--- config.mk ---
export PLATFORM = sky130hd
export DESIGN_NAME = iir_bandpass_filter_order8_core
export DESIGN_NICKNAME = d
export VERILOG_FILES = /design/src/rtl/iirbp_pkg.sv /design/src/rtl/iirbp_dsmul.sv /design/src/rtl/iirbp_hist.sv /design/src/rtl/iirbp_round.sv /design/src/rtl/iir_bandpass_filter_order8_core.sv
export SDC_FILE = /design/constraint.sdc
export NUM_CORES = 2
export LEC_CHECK = 0
export BUFFER_PORTS_ARGS = -buffer_cell sky130_fd_sc_hd__buf_2
export CAP_MARGIN = 0
export CORE_MARGIN = 8
export CORE_UTILIZATION = 25
export CTS_CLUSTER_SIZE = 10
export DETAILED_ROUTE_END_ITERATION = 7
export GPL_TIMING_DRIVEN = 0
export HOLD_SLACK_MARGIN = 0.1
export PLACE_DENSITY = 0.4
export SLEW_MARGIN = 15
export SYNTH_ARGS = -nofsm -noshare
export SYNTH_HDL_FRONTEND = slang
export SYNTH_SLANG_ARGS = --single-unit
--- constraint.sdc ---
create_clock -name clk -period 6.8 [get_ports clk]
set_clock_uncertainty 0.05 [all_clocks]
set_input_delay 1.36 -clock clk [delete_from_list [all_inputs] [get_ports clk]]
set_output_delay 1.36 -clock clk [all_outputs]
set_load 0.01 [all_outputs]
--- src/rtl/iirbp_pkg.sv ---
// shared types, constants and coefficient arithmetic for the order-8 band-pass filter
`timescale 1ns / 1ps
`default_nettype none

package iirbp_pkg;

	// sample format and filter shape
	localparam int SAMPLE_W       = 24;
	localparam int FILTER_ORDER   = 8;
	localparam int COEF_FRAC_BITS = 40;

	// multiplier digit width, bits of the operand consumed per cycle while stepping
	localparam int DIGIT_W = 8;

	// non-zero taps: five feed-forward, then eight feedback
	localparam int NUM_FWD  = 5;
	localparam int NUM_TAPS = NUM_FWD + FILTER_ORDER;
	localparam int TAP_W    = $clog2(NUM_TAPS + 1);

	typedef struct packed {
		logic signed [SAMPLE_W-1:0] sample;
		logic                       last_in_block;
	} item_t;

	typedef struct packed {
		logic signed [SAMPLE_W-1:0] filtered;
		logic                       block_done;
	} result_t;

	// digit-serial multiplier control
	typedef struct packed {
		logic load;
		logic step;
		logic last;
	} mul_ctl_t;

	// history update control
	typedef struct packed {
		logic push;
		logic clear;
	} hist_ctl_t;

	// rounding stage control
	typedef struct packed {
		logic rnd;
		logic clamp;
	} rnd_ctl_t;

	typedef enum logic [2:0] {
		ST_IDLE,
		ST_MUL,
		ST_ACC,
		ST_RND,
		ST_CLAMP,
		ST_OUT
	} state_t;

	// decimal coefficient of one tap, rounded to nearest at frac fractional bits;
	// feedback terms carry the sign they have in the accumulated sum
	function automatic logic signed [63:0] tap_coef(input int tap, input int frac);
		logic [63:0] digits;
		int          places;
		logic        neg;
		logic [63:0] p;
		logic [63:0] q;
		logic [63:0] r;
		int          i;
		int          k;
		digits = '0;
		places = 0;
		neg    = 1'b0;
		case (tap)
			0:  begin digits = 64'd183216023369609;   places = 18; neg = 1'b0; end
			1:  begin digits = 64'd732864093478438;   places = 18; neg = 1'b1; end
			2:  begin digits = 64'd1099296140217657;  places = 18; neg = 1'b0; end
			3:  begin digits = 64'd732864093478438;   places = 18; neg = 1'b1; end
			4:  begin digits = 64'd183216023369609;   places = 18; neg = 1'b0; end
			5:  begin digits = 64'd7224163591308814;  places = 15; neg = 1'b0; end
			6:  begin digits = 64'd22958620298726956; places = 15; neg = 1'b1; end
			7:  begin digits = 64'd41926271928661706; places = 15; neg = 1'b0; end
			8:  begin digits = 64'd4812271256334232;  places = 14; neg = 1'b1; end
			9:  begin digits = 64'd3555142228952962;  places = 14; neg = 1'b0; end
			10: begin digits = 64'd16509171846911332; places = 15; neg = 1'b1; end
			11: begin digits = 64'd4406124281448874;  places = 15; neg = 1'b0; end
			12: begin digits = 64'd5174781997880404;  places = 16; neg = 1'b1; end
			default: begin digits = '0; places = 0; neg = 1'b0; end
		endcase
		p = 64'd1;
		for (k = 0; k < places; k++) begin
			p = p * 64'd10;
		end
		// integer part by restoring long division
		q = '0;
		r = '0;
		for (i = 63; i >= 0; i--) begin
			r = {r[62:0], digits[i]};
			q = {q[62:0], 1'b0};
			if (r >= p) begin
				r    = r - p;
				q[0] = 1'b1;
			end
		end
		// fraction bits plus one guard bit for rounding
		for (k = 0; k <= frac; k++) begin
			r = {r[62:0], 1'b0};
			q = {q[62:0], 1'b0};
			if (r >= p) begin
				r    = r - p;
				q[0] = 1'b1;
			end
		end
		q = (q + 64'd1) >> 1;
		return neg ? -signed'(q) : signed'(q);
	endfunction

endpackage

`default_nettype wire

--- src/rtl/iirbp_dsmul.sv ---
// digit-serial signed multiplier, operand shifted out one digit per cycle of step, lsb first
`timescale 1ns / 1ps
`default_nettype none

module iirbp_dsmul #(
	parameter int COEF_W  = iirbp_pkg::COEF_FRAC_BITS + 8,
	parameter int NUM_DIG = (COEF_W + iirbp_pkg::DIGIT_W - 1) / iirbp_pkg::DIGIT_W
) (
	input  wire                             clk,
	input  wire iirbp_pkg::mul_ctl_t        ctl,
	input  wire logic signed [COEF_W-1:0]   coef,
	input  wire logic signed [COEF_W-1:0]   operand,
	output logic signed [COEF_W + iirbp_pkg::DIGIT_W + 2 + NUM_DIG * iirbp_pkg::DIGIT_W - 1:0]
		product
);

	localparam int DW  = iirbp_pkg::DIGIT_W;
	localparam int SHW = NUM_DIG * DW;
	localparam int HW  = COEF_W + DW + 2;

	logic signed [COEF_W-1:0] coef_q;
	logic        [SHW-1:0]    sh_q;
	logic signed [HW-1:0]     hi_q;
	logic signed [DW:0]       dig;
	logic signed [COEF_W+DW:0] term;
	logic signed [HW-1:0]     sum;

	// current digit, the top one carries the sign
	assign dig  = signed'({ctl.last & sh_q[DW-1], sh_q[DW-1:0]});
	assign term = coef_q * dig;
	assign sum  = hi_q + HW'(term);

	// partial product high part and the shift line that trades operand for product digits
	always_ff @(posedge clk) begin
		if (ctl.load) begin
			coef_q <= coef;
			sh_q   <= SHW'(operand);
			hi_q   <= '0;
		end else if (ctl.step) begin
			sh_q <= {sum[DW-1:0], sh_q[SHW-1:DW]};
			hi_q <= sum >>> DW;
		end
	end

	assign product = signed'({hi_q, sh_q});

endmodule

`default_nettype wire

--- src/rtl/iirbp_hist.sv ---
// input and output sample history with tap operand selection
`timescale 1ns / 1ps
`default_nettype none

module iirbp_hist #(
	parameter int COEF_W = iirbp_pkg::COEF_FRAC_BITS + 8
) (
	input  wire                                          clk,
	input  wire                                          arst_n,
	input  wire iirbp_pkg::hist_ctl_t                    ctl,
	input  wire logic [iirbp_pkg::TAP_W-1:0]             tap,
	input  wire logic signed [iirbp_pkg::SAMPLE_W-1:0]   x_cur,
	input  wire logic signed [iirbp_pkg::SAMPLE_W-1:0]   x_new,
	input  wire logic signed [COEF_W-1:0]                y_new,
	output logic signed [COEF_W-1:0]                     operand
);

	localparam int SW    = iirbp_pkg::SAMPLE_W;
	localparam int ORD   = iirbp_pkg::FILTER_ORDER;
	localparam int IDX_W = $clog2(ORD);
	localparam int PAD_W = COEF_W - SW;
	localparam int TW    = iirbp_pkg::TAP_W;

	logic signed [SW-1:0]     x_hist_q [ORD];
	logic signed [COEF_W-1:0] y_hist_q [ORD];
	logic signed [SW-1:0]     x_sel;
	logic [TW-1:0]            x_idx;
	logic [TW-1:0]            y_idx;

	// history shift lines, cleared at reset and after the last beat of a block
	always_ff @(posedge clk or negedge arst_n) begin
		if (!arst_n) begin
			for (int i = 0; i < ORD; i++) begin
				x_hist_q[i] <= '0;
				y_hist_q[i] <= '0;
			end
		end else if (ctl.push) begin
			if (ctl.clear) begin
				for (int i = 0; i < ORD; i++) begin
					x_hist_q[i] <= '0;
					y_hist_q[i] <= '0;
				end
			end else begin
				x_hist_q[0] <= x_new;
				y_hist_q[0] <= y_new;
				for (int i = 1; i < ORD; i++) begin
					x_hist_q[i] <= x_hist_q[i-1];
					y_hist_q[i] <= y_hist_q[i-1];
				end
			end
		end
	end

	// feed-forward taps use the even delays x[n-2k], feedback taps y[n-1-k]
	assign x_idx = TW'({tap, 1'b0}) - TW'(1);
	assign y_idx = tap - TW'(iirbp_pkg::NUM_FWD);

	always_comb begin
		if (tap == '0) begin
			x_sel = x_cur;
		end else begin
			x_sel = x_hist_q[x_idx[IDX_W-1:0]];
		end
		if (tap < TW'(iirbp_pkg::NUM_FWD)) begin
			// sample in Q8.16 aligned to the coefficient format
			operand = signed'({x_sel, {PAD_W{1'b0}}});
		end else begin
			operand = y_hist_q[y_idx[IDX_W-1:0]];
		end
	end

endmodule

`default_nettype wire

--- src/rtl/iirbp_round.sv ---
// rounding and saturation of the accumulated sum to the feedback and output formats
`timescale 1ns / 1ps
`default_nettype none

module iirbp_round #(
	parameter int FRAC  = iirbp_pkg::COEF_FRAC_BITS,
	parameter int ACC_W = 2 * FRAC + 20
) (
	input  wire                                         clk,
	input  wire iirbp_pkg::rnd_ctl_t                    ctl,
	input  wire logic signed [ACC_W-1:0]                acc,
	output logic signed [FRAC+7:0]                      yq,
	output logic signed [iirbp_pkg::SAMPLE_W-1:0]       filtered
);

	localparam int CW  = FRAC + 8;
	localparam int SHW = ACC_W - FRAC;
	localparam int SW  = iirbp_pkg::SAMPLE_W;
	localparam int DROP = FRAC - 16;

	localparam logic signed [ACC_W-1:0] HALF =
		signed'({{(ACC_W-FRAC){1'b0}}, 1'b1, {(FRAC-1){1'b0}}});
	localparam logic signed [CW:0] OUT_HALF =
		signed'({{(CW-DROP+1){1'b0}}, 1'b1, {(DROP-1){1'b0}}});

	logic signed [ACC_W-1:0] sum_s1;
	logic signed [SHW-1:0]   shifted;
	logic                    y_ovf;
	logic signed [CW-1:0]    y_sat;
	logic signed [CW-1:0]    yq_q;
	logic signed [CW:0]      t;
	logic signed [SW:0]      o;

	// round half up, then drop the fraction bits of the product scale
	assign shifted = sum_s1[ACC_W-1:FRAC];
	assign y_ovf   = shifted[SHW-1:CW-1] != {(SHW-CW+1){shifted[SHW-1]}};

	always_comb begin
		if (y_ovf) begin
			y_sat = shifted[SHW-1] ? signed'({1'b1, {(CW-1){1'b0}}})
			                       : signed'({1'b0, {(CW-1){1'b1}}});
		end else begin
			y_sat = shifted[CW-1:0];
		end
	end

	always_ff @(posedge clk) begin
		if (ctl.rnd) begin
			sum_s1 <= acc + HALF;
		end
		if (ctl.clamp) begin
			yq_q <= y_sat;
		end
	end

	assign yq = yq_q;

	// second rounding down to Q8.16 with saturation to the sample range
	assign t = signed'({yq_q[CW-1], yq_q}) + OUT_HALF;
	assign o = t[CW:DROP];

	always_comb begin
		if (o[SW] != o[SW-1]) begin
			filtered = o[SW] ? signed'({1'b1, {(SW-1){1'b0}}})
			                 : signed'({1'b0, {(SW-1){1'b1}}});
		end else begin
			filtered = o[SW-1:0];
		end
	end

endmodule

`default_nettype wire

--- src/rtl/iir_bandpass_filter_order8_core.sv ---
// top level: control sequencer, coefficient table, accumulator and result register
`timescale 1ns / 1ps
`default_nettype none

// Eighth-order direct-form-I band-pass filter with fixed coefficients. Each beat on
// the item channel carries one signed Q8.16 sample and yields exactly one filtered
// Q8.16 sample on the result channel, with block_done echoing last_in_block; after a
// beat marked last_in_block the history is cleared. The five non-zero feed-forward
// taps and eight feedback taps run one after another through a single digit-serial
// multiplier taking 8 operand bits a cycle. Each tap loads the multiplier, steps
// it through every operand digit and adds the product to the sum; the sum is then
// rounded, clamped and written to the output register.
// The result sits in an output register, so a new item is taken while an earlier
// result is still stalled; the block stalls its input while the filter sum for an
// item is in progress and while a finished sum waits for that register to free.
module iir_bandpass_filter_order8_core #(
	parameter int COEF_FRAC_BITS = iirbp_pkg::COEF_FRAC_BITS
) (
	input  wire                 clk,
	input  wire                 arst_n,
	input  wire                 item_valid,
	output logic                item_stall,
	input  wire iirbp_pkg::item_t item,
	output logic                result_valid,
	input  wire                 result_stall,
	output iirbp_pkg::result_t  result
);

	localparam int CW      = COEF_FRAC_BITS + 8;
	localparam int DW      = iirbp_pkg::DIGIT_W;
	localparam int NUM_DIG = (CW + DW - 1) / DW;
	localparam int PW      = CW + DW + 2 + NUM_DIG * DW;
	localparam int ACC_W   = 2 * COEF_FRAC_BITS + 20;
	localparam int DGW     = $clog2(NUM_DIG);
	localparam int TW      = iirbp_pkg::TAP_W;
	localparam int NT      = iirbp_pkg::NUM_TAPS;
	localparam int SW      = iirbp_pkg::SAMPLE_W;

	localparam logic [DGW-1:0] DIG_LAST = DGW'(NUM_DIG - 1);
	localparam logic [TW-1:0]  TAP_LAST = TW'(NT - 1);

	localparam logic signed [CW-1:0] COEF [NT] = '{
		CW'(iirbp_pkg::tap_coef(0,  COEF_FRAC_BITS)),
		CW'(iirbp_pkg::tap_coef(1,  COEF_FRAC_BITS)),
		CW'(iirbp_pkg::tap_coef(2,  COEF_FRAC_BITS)),
		CW'(iirbp_pkg::tap_coef(3,  COEF_FRAC_BITS)),
		CW'(iirbp_pkg::tap_coef(4,  COEF_FRAC_BITS)),
		CW'(iirbp_pkg::tap_coef(5,  COEF_FRAC_BITS)),
		CW'(iirbp_pkg::tap_coef(6,  COEF_FRAC_BITS)),
		CW'(iirbp_pkg::tap_coef(7,  COEF_FRAC_BITS)),
		CW'(iirbp_pkg::tap_coef(8,  COEF_FRAC_BITS)),
		CW'(iirbp_pkg::tap_coef(9,  COEF_FRAC_BITS)),
		CW'(iirbp_pkg::tap_coef(10, COEF_FRAC_BITS)),
		CW'(iirbp_pkg::tap_coef(11, COEF_FRAC_BITS)),
		CW'(iirbp_pkg::tap_coef(12, COEF_FRAC_BITS))
	};

	iirbp_pkg::state_t    state_q;
	iirbp_pkg::state_t    state_nxt;
	iirbp_pkg::mul_ctl_t  mul_ctl;
	iirbp_pkg::hist_ctl_t hist_ctl;
	iirbp_pkg::rnd_ctl_t  rnd_ctl;

	logic [TW-1:0]           tap_q;
	logic [TW-1:0]           tap_sel;
	logic [DGW-1:0]          dig_q;
	logic signed [CW-1:0]    coef_sel;
	logic signed [CW-1:0]    operand;
	logic signed [PW-1:0]    product;
	logic signed [ACC_W-1:0] acc_q;
	logic signed [CW-1:0]    yq;
	logic signed [SW-1:0]    filtered;
	logic signed [SW-1:0]    x_q;
	logic                    last_q;
	logic                    in_fire;
	logic                    out_load;
	logic                    res_valid_q;
	iirbp_pkg::result_t      res_q;

	assign item_stall   = state_q != iirbp_pkg::ST_IDLE;
	assign in_fire      = item_valid && !item_stall;
	assign result_valid = res_valid_q;
	assign result       = res_q;

	// tap whose coefficient and operand are loaded this cycle
	assign tap_sel  = (state_q == iirbp_pkg::ST_ACC) ? tap_q + TW'(1) : '0;
	assign coef_sel = (tap_sel < TW'(NT)) ? COEF[tap_sel] : '0;

	// next state and unit controls
	always_comb begin
		state_nxt      = state_q;
		mul_ctl        = '0;
		hist_ctl       = '0;
		rnd_ctl        = '0;
		out_load       = 1'b0;
		mul_ctl.last   = dig_q == DIG_LAST;
		case (state_q)
			iirbp_pkg::ST_IDLE: begin
				if (item_valid) begin
					mul_ctl.load = 1'b1;
					state_nxt    = iirbp_pkg::ST_MUL;
				end
			end
			iirbp_pkg::ST_MUL: begin
				mul_ctl.step = 1'b1;
				if (dig_q == DIG_LAST) begin
					state_nxt = iirbp_pkg::ST_ACC;
				end
			end
			iirbp_pkg::ST_ACC: begin
				if (tap_q == TAP_LAST) begin
					state_nxt = iirbp_pkg::ST_RND;
				end else begin
					mul_ctl.load = 1'b1;
					state_nxt    = iirbp_pkg::ST_MUL;
				end
			end
			iirbp_pkg::ST_RND: begin
				rnd_ctl.rnd = 1'b1;
				state_nxt   = iirbp_pkg::ST_CLAMP;
			end
			iirbp_pkg::ST_CLAMP: begin
				rnd_ctl.clamp = 1'b1;
				state_nxt     = iirbp_pkg::ST_OUT;
			end
			iirbp_pkg::ST_OUT: begin
				if (!res_valid_q || !result_stall) begin
					out_load       = 1'b1;
					hist_ctl.push  = 1'b1;
					hist_ctl.clear = last_q;
					state_nxt      = iirbp_pkg::ST_IDLE;
				end
			end
			default: begin
				state_nxt = iirbp_pkg::ST_IDLE;
			end
		endcase
	end

	always_ff @(posedge clk or negedge arst_n) begin
		if (!arst_n) begin
			state_q <= iirbp_pkg::ST_IDLE;
		end else begin
			state_q <= state_nxt;
		end
	end

	// tap and digit counters
	always_ff @(posedge clk or negedge arst_n) begin
		if (!arst_n) begin
			tap_q <= '0;
			dig_q <= '0;
		end else begin
			if (in_fire) begin
				tap_q <= '0;
			end else if (mul_ctl.load) begin
				tap_q <= tap_sel;
			end
			if (mul_ctl.load) begin
				dig_q <= '0;
			end else if (mul_ctl.step) begin
				dig_q <= dig_q + DGW'(1);
			end
		end
	end

	// item capture and sum of products
	always_ff @(posedge clk) begin
		if (in_fire) begin
			x_q    <= item.sample;
			last_q <= item.last_in_block;
			acc_q  <= '0;
		end else if (state_q == iirbp_pkg::ST_ACC) begin
			acc_q <= acc_q + product[ACC_W-1:0];
		end
	end

	// result register, its valid cleared when the beat is taken
	always_ff @(posedge clk or negedge arst_n) begin
		if (!arst_n) begin
			res_valid_q <= 1'b0;
		end else if (out_load) begin
			res_valid_q <= 1'b1;
		end else if (!result_stall) begin
			res_valid_q <= 1'b0;
		end
	end

	always_ff @(posedge clk) begin
		if (out_load) begin
			res_q.filtered   <= filtered;
			res_q.block_done <= last_q;
		end
	end

	iirbp_hist #(
		.COEF_W (CW)
	) u_hist (
		.clk     (clk),
		.arst_n  (arst_n),
		.ctl     (hist_ctl),
		.tap     (tap_sel),
		.x_cur   (item.sample),
		.x_new   (x_q),
		.y_new   (yq),
		.operand (operand)
	);

	iirbp_dsmul #(
		.COEF_W  (CW),
		.NUM_DIG (NUM_DIG)
	) u_dsmul (
		.clk     (clk),
		.ctl     (mul_ctl),
		.coef    (coef_sel),
		.operand (operand),
		.product (product)
	);

	iirbp_round #(
		.FRAC  (COEF_FRAC_BITS),
		.ACC_W (ACC_W)
	) u_round (
		.clk      (clk),
		.ctl      (rnd_ctl),
		.acc      (acc_q),
		.yq       (yq),
		.filtered (filtered)
	);

endmodule

`default_nettype wire
* After elaboration in Yosys (flattened, before gate mapping)
Memories as Yosys holds them, arrays and structs flattened. A register that Yosys moved wholly into a read port is not among the register bits.
Index checks and enable logic that the tools add are counted.
** Word-level totals
- Bits in read-only memories :: 768
- Memories :: 1
- Bits in registers :: 983
- Bits of input ports :: 29
- Word-level logic and storage cells :: 110
** Memories
- (name not given) :: depth 16, bits a word 48, read ports 1, clocked after memory_dff 1, wr ports 0, line iir_bandpass_filter_order8_core.sv:87 : assign coef_sel = (tap_sel < TW'(NT)) ? COEF[tap_sel] : '0;
** Operators by class
- $lt $le $gt $ge :: 4
- $add $sub $neg :: 8
- Bitwise logic cells :: 4
- Reduce and logical (&&, ||, !) cells :: 12
- Eq/ne operators :: 13
- Multipliers :: 1
- Muxes and demuxes :: 38
** Operator list (number)
- 384-bit 2-to-1 mux :: 1
- 48-bit 2-to-1 mux :: 7
- 192-bit 2-to-1 mux :: 1
- 48-bit binary-select mux with 3-bit select :: 1
- 24-bit 2-to-1 mux :: 5
- 100-bit adder :: 1
- 100-bit by 41-bit adder with 100-bit output (second input constant) :: 1
- 24-bit binary-select mux with 3-bit select :: 1
- 50-bit by 57-bit adder with 58-bit output :: 1
- 48-bit by 9-bit multiplier with 57-bit output :: 1
- 48-bit by 25-bit adder with 49-bit output (second input constant) :: 1
- 3-bit one-hot mux with 6 select lines :: 1
- 3-bit 2-to-1 mux :: 5
- 4-bit 2-to-1 mux :: 3
- 12-bit != test :: 1
- 3-bit equality test (second input constant) :: 3
- 1-bit 2-to-1 mux :: 9
- 4-bit >= comparator (second input constant) :: 2
- 3-bit inverter with 4-bit output :: 2
- 3-bit by 2-bit equality test with 1-bit output (second input constant) :: 2
- 2-bit 2-to-1 mux :: 3
- 4-bit inverter with 5-bit output :: 1
- 4-bit by 1-bit adder with 4-bit output (second input constant) :: 1
- 4-bit equality test (second input constant) :: 1
- 19 further kinds :: 25

* Depth between registers and ports, before layout
- Depth after elaboration :: 10
- Gate-level depth with buffers :: 26

* Cells and area by module
A second synthesis with hierarchy kept.
** Second synthesis, totals
- Cell total of the unflattened synthesis :: 7546
- Area, all modules :: 69556.7 µm²
** Modules (own cells, without submodules)
- iirbp_hist :: sequential area each 14413.8 µm², cells each 3138, area an instance 30066.3 µm², instances 1
- iirbp_dsmul :: sequential area each 3883.7 µm², cells each 2257, area an instance 21383.0 µm², instances 1
- iir_bandpass_filter_order8_core :: sequential area each 3778.6 µm², cells each 1628, area an instance 12368.1 µm², instances 1
- iirbp_round :: sequential area each 3243.1 µm², cells each 523, area an instance 5739.3 µm², instances 1

* Worst setup path before layout
OpenSTA, ideal clock, no wires.
- Path kind :: reg-to-reg
- Start :: register dig_q[0]
- End :: register u_dsmul.hi_q[44]
- Library setup time :: 0.117 ns
- Required time :: 6.633 ns
- Path buffers :: 2
- Slack :: 0.294 ns
- Clock period less this slack :: 6.506 ns
- Stages on the path, launching flop included :: 25
- Arrival time :: 6.339 ns
- Cell sequence :: dfrtp_1 > ha_1 > nand3_1 > clkbuf_1 > clkbuf_1 > nor2_1 > fa_1 > inv_1 > fa_1 > fa_1 > fa_1 > fa_1 > inv_1 > ha_1 > and2_2 > nand3_1 > nor4_2 > a211oi_1 > o21ai_0 > a31oi_1 > o31ai_2 > a41oi_2 > o31ai_1 > xor2_1 > a22o_1
** On the way
- Word-level cells in the longest chain between the ends :: 4
** RTL lines
- from (decl) :: line iir_bandpass_filter_order8_core.sv:66 : logic [DGW-1:0] dig_q;
- from (signal assigned) :: line iir_bandpass_filter_order8_core.sv:162 : dig_q <= dig_q + DGW'(1);
- 3-bit equality test :: line iir_bandpass_filter_order8_core.sv:96 : mul_ctl.last = dig_q == DIG_LAST;
- 1-bit bitwise AND :: line iirbp_dsmul.sv:29 : assign dig = signed'({ctl.last & sh_q[DW-1], sh_q[DW-1:0]});
- 48-bit by 9-bit multiplier with 57-bit output :: line iirbp_dsmul.sv:30 : assign term = coef_q * dig;
- 50-bit by 57-bit adder with 58-bit output :: line iirbp_dsmul.sv:31 : assign sum = hi_q + HW'(term);
- to (signal assigned) :: line iirbp_dsmul.sv:41 : hi_q <= sum >>> DW;
- to (decl) :: line iirbp_dsmul.sv:23 : logic signed [HW-1:0] hi_q;
No other way between the ends.
A chain may end at the register's enable or synchronous reset.

* Final worst setup path
- Start :: register u_dsmul.sh_q[7]
- End :: register u_dsmul.hi_q[46]
** On the way
- Word-level cells in the longest chain between the ends :: 3
** RTL lines
- from (decl) :: line iirbp_dsmul.sv:22 : logic [SHW-1:0] sh_q;
- from (signal assigned) :: line iirbp_dsmul.sv:37 : sh_q <= SHW'(operand);
- from (signal assigned) :: line iirbp_dsmul.sv:40 : sh_q <= {sum[DW-1:0], sh_q[SHW-1:DW]};
- 1-bit bitwise AND :: line iirbp_dsmul.sv:29
- 48-bit by 9-bit multiplier with 57-bit output (*) :: line iirbp_dsmul.sv:30
- 50-bit by 57-bit adder with 58-bit output (*) :: line iirbp_dsmul.sv:31
Mark *: on every way between the ends. The rest lies on a longest branch, timed or not.

==> flow_summary.yaml <==
outcome:
  status: "finished clean"
pwr:
  power_density_nw_per_um2: 196.6
  leakagePower_nw: 30.60
  power_mw: 15.18
  peakVddDrop_mv: 0.1985
grt:
  grt_pass1_vias: 53324
  grt_max_degree: 97
  track_usage_pct: 17.00
  grt_antenna_before_repair: 15
  grt_pass1_wl_mm: 366.9
  overflow: 0
logic_synthesis:
  synth_area_leaders: "dfrtp_1 22%, fa_1 12%, edfxtp_1 11%"
  synth.top_cell.area_share_pct: 21.90
  yosysWarnings: 0
  postSynthAreaPerCell_um2: 9.257
  synth_seq_cells: 990
  ys.flop_type: "dfrtp_1"
  ys_async_sr_fraction_pct: 59.29
  netlist_area_um2: 67070
  synth_cells: 7245
  synth_top_cell_by_area: "dfrtp_1"
  synth_nets: 7910
  synth-seq-area-share_pct: 37.71
  synth_edf_count: 253
  ys_types: 102
setup_path:
  crit_path_start_kind: "flip-flop"
  path_cells: "buf_12 -> clkbuf_8 -> clkbuf_2 -> and2_1 -> fa_1 -> inv_1 -> fa_1 -> fa_1 -> fa_1 -> fa_1 -> inv_1 -> ha_1 -> a21oi_1 -> o21bai_1 -> a21oi_1 -> o21ai_0 -> a221oi_2 -> o31ai_4 -> buf_6 -> a21bo_4 -> and4_4 -> o22ai_2 -> xor2_1 -> o21ai_1"
  path_class: "reg2reg"
  slowest_delay_ps: 520
  critical_path_arrival_ps: 7220
  end_kind: "flip-flop"
  r2r-end: "u_dsmul.hi_q[46]$_SDFFE_PP0P_"
  rr_worst_depth: 24
  worstPathMaxFanout: 11
  required_ps: 7380
  cp-startpoint: "u_dsmul.sh_q[7]$_DFFE_PP_"
  ff2ff_setup_slack_ps: 160
  r2r_start: "u_dsmul.sh_q[7]$_DFFE_PP_"
  cp_common_cell: "fa_1"
  slowest_stage: "fa_1"
cells_and_area:
  area_growth_pct: 15.13
  final_cell_mix: "1277 x nand2_1, 819 x o21ai_0, 589 x nand2b_1, 587 x dfrtp_1, 565 x inv_1"
  seqCellArea_um2: 25290
  nets: 8132
  final_common_cell: "nand2_1"
  multiInputGateArea_um2: 38250
  finalNonFillerCells: 11128
  num-fill-cells: 28517
  fin_area_um2: 77220
  final_layout_size_suffix_gt1_share_pct: 8.193
clock_network:
  cts_hold_buf: 0
  cts_max_level: 4
  cts_buffers: 130
  cts_tree: "done"
  clk_latency_ps: 790
  clock_sinks: 990
  clock-root-buffer: "clkbuf_16"
  path_clk_slew_ps: 60
  clock_path_buffers: 3
sta:
  slew_headroom_pct: 18.56
  fmax_mhz: 150.5
  finalHoldViolCount: 0
  min_period_ps: 6645
  finalSetupViolations: 0
  worstMarginPinSlew_ps: 1222
  period_share_pct: 97.72
  maxSlewViolCount: 0
  fin_ws_ps: 155.2
  fin_hold_ws_ps: 393.3
routing:
  drtIter0Drc: 3959
  first_pass_iters: 5
  vias_per_cell: 4.712
  postRouteAntennaNets: 0
  wl_per_cell_um: 22.13
  drc: 0
  wirelength_mm: 246.3
  vias: 52438
placement:
  hpwl_mm: 193.1
  place.gp.congestion: 0.8822
  post_dp_cell_area_um2: 72190
  port_buffers: 55
  numPlacedInstances: 10870
  dp_slack_ps: -2585
run:
  maxCapViolations: 0
floorplanning:
  dieArea_um2: 285100
  ioPinCount: 56
  dieWidth_um: 534.0
  initial_core_util_pct: 25.08
  rows: 190
  coreArea_um2: 267400
  die_y_um: 534.0
hold_path:
  hold_path_class: "in2async"
==> per-stage QoR <==
stage               setup TNS (ps)  utilization (%)
floorplan                        0                -
global placement          -5486360            26.84
detailed placement          -90480            26.99
CTS                              0            28.78
global route                -111.6            28.86
finish                           0            28.87
==> kinds of logic after synthesis <==
family                     after synthesis  share of synthesized area, %
AOI/OAI and AO/OA                     1531                         13.13
xor gates and xnor gates               223                         2.912
buffers and inverters                 1028                         5.970
and+or+nand+nor                       2661                         19.08
adders and majority gates              636                         16.29
muxes                                  176                         4.910
DFF                                    990                         37.71
==> area by class of cell <==
type	count	share of cell area, %
multi-input cells	5227	49.53
diodes	9	0.02917
plain buffers	441	2.666
well taps	3552	5.756
flip-flops and latches	990	32.75
inverters	572	2.781
repair buffers	105	1.206
clock inverters	31	0.4472
clock buffers	201	4.834
==> worst max-delay path by stage <==
stage                                            end  cells past startpoint
global placement    u_hist.y_hist_q[150]$_DFFE_PN0P_                      1
floorplan              u_dsmul.hi_q[44]$_SDFFE_PP0P_                     24
finish                 u_dsmul.hi_q[46]$_SDFFE_PP0P_                     24
CTS                    u_dsmul.hi_q[44]$_SDFFE_PP0P_                     23
detailed placement     u_dsmul.hi_q[44]$_SDFFE_PP0P_                     23
global route           u_dsmul.hi_q[44]$_SDFFE_PP0P_                     23
==> Yosys cell counts (all sizes together) (6+ instances only) <==
cell type and count:
a2111oi 6, nand4 70, xor2 77, o211ai 16, buf 38, a31oi 51
o21a 20, a21boi 11, o221ai 11, a211oi 23, o31ai 18, and3 40
nand2b 589, fa 395, a221oi 7, nor2b 12, or2 12, nand3 90
or3 17, o21ai 842, ha 241, dfxtp 150, clkbuf 413, inv 570
mux4 120, nor2 221, a211o 6, xnor2 146, o21bai 47, nor3 65
a21o 101, dfrtp 587, mux2i 32, and2 241, a21oi 300, edfxtp 253
mux2 24, nand2 1279, o22ai 29
==> flip-flops by register name (all words and copies together) (netlist names) <==
| register | cells |
|---|---|
| u_round.yq | 48 |
| u_hist.x_hist_q | 192 |
| last_q | 1 |
| state_q | 3 |
| u_dsmul.coef_q | 47 |
| u_dsmul.hi_q | 50 |
| acc_q | 100 |
| x_q | 24 |
| result_valid | 1 |
| result | 25 |
| u_round.sum_s1 | 60 |
| dig_q | 3 |
| u_hist.y_hist_q | 384 |
| u_dsmul.sh_q | 48 |
| tap_q | 4 |
==> critical path: cells and delay by family, from the launching register on <==
family                   cells  cell delay [ps]
AND/OR/NAND/NOR              2              420
flip-flops                   1              410
XOR/XNOR                     1              190
AO/OA/AOI/OAI                9             1680
adder cells (fa/ha/maj)      6             2800
buffers and inverters        6              910
==> report_power, final <==
group / switching, mW / internal (mW)
clock network: 2.80 / 3.94
registers: 0.366 / 6.36
logic: 1.06 / 0.652
==> metal layers <==
metal | vias to the layer above | track usage [%] | routed length [µm] | part of all wire (%)
met5 | - | 0 | 0 | 0
met4 | 0 | 4.799 | 7174 | 2.9
met3 | 275 | 1.760 | 8830 | 3.6
met2 | 1034 | 27.59 | 113600 | 46
met1 | 26546 | 24.03 | 116700 | 47
li1 | 24583 | - | - | -
==> timing repair <==
action,in CTS,in global routing
pin swaps,28,29
endpoints found under the setup margin,51,21
setup buffers,23,10
resized for setup,127,70
Power figures use the tool's default switching activity.
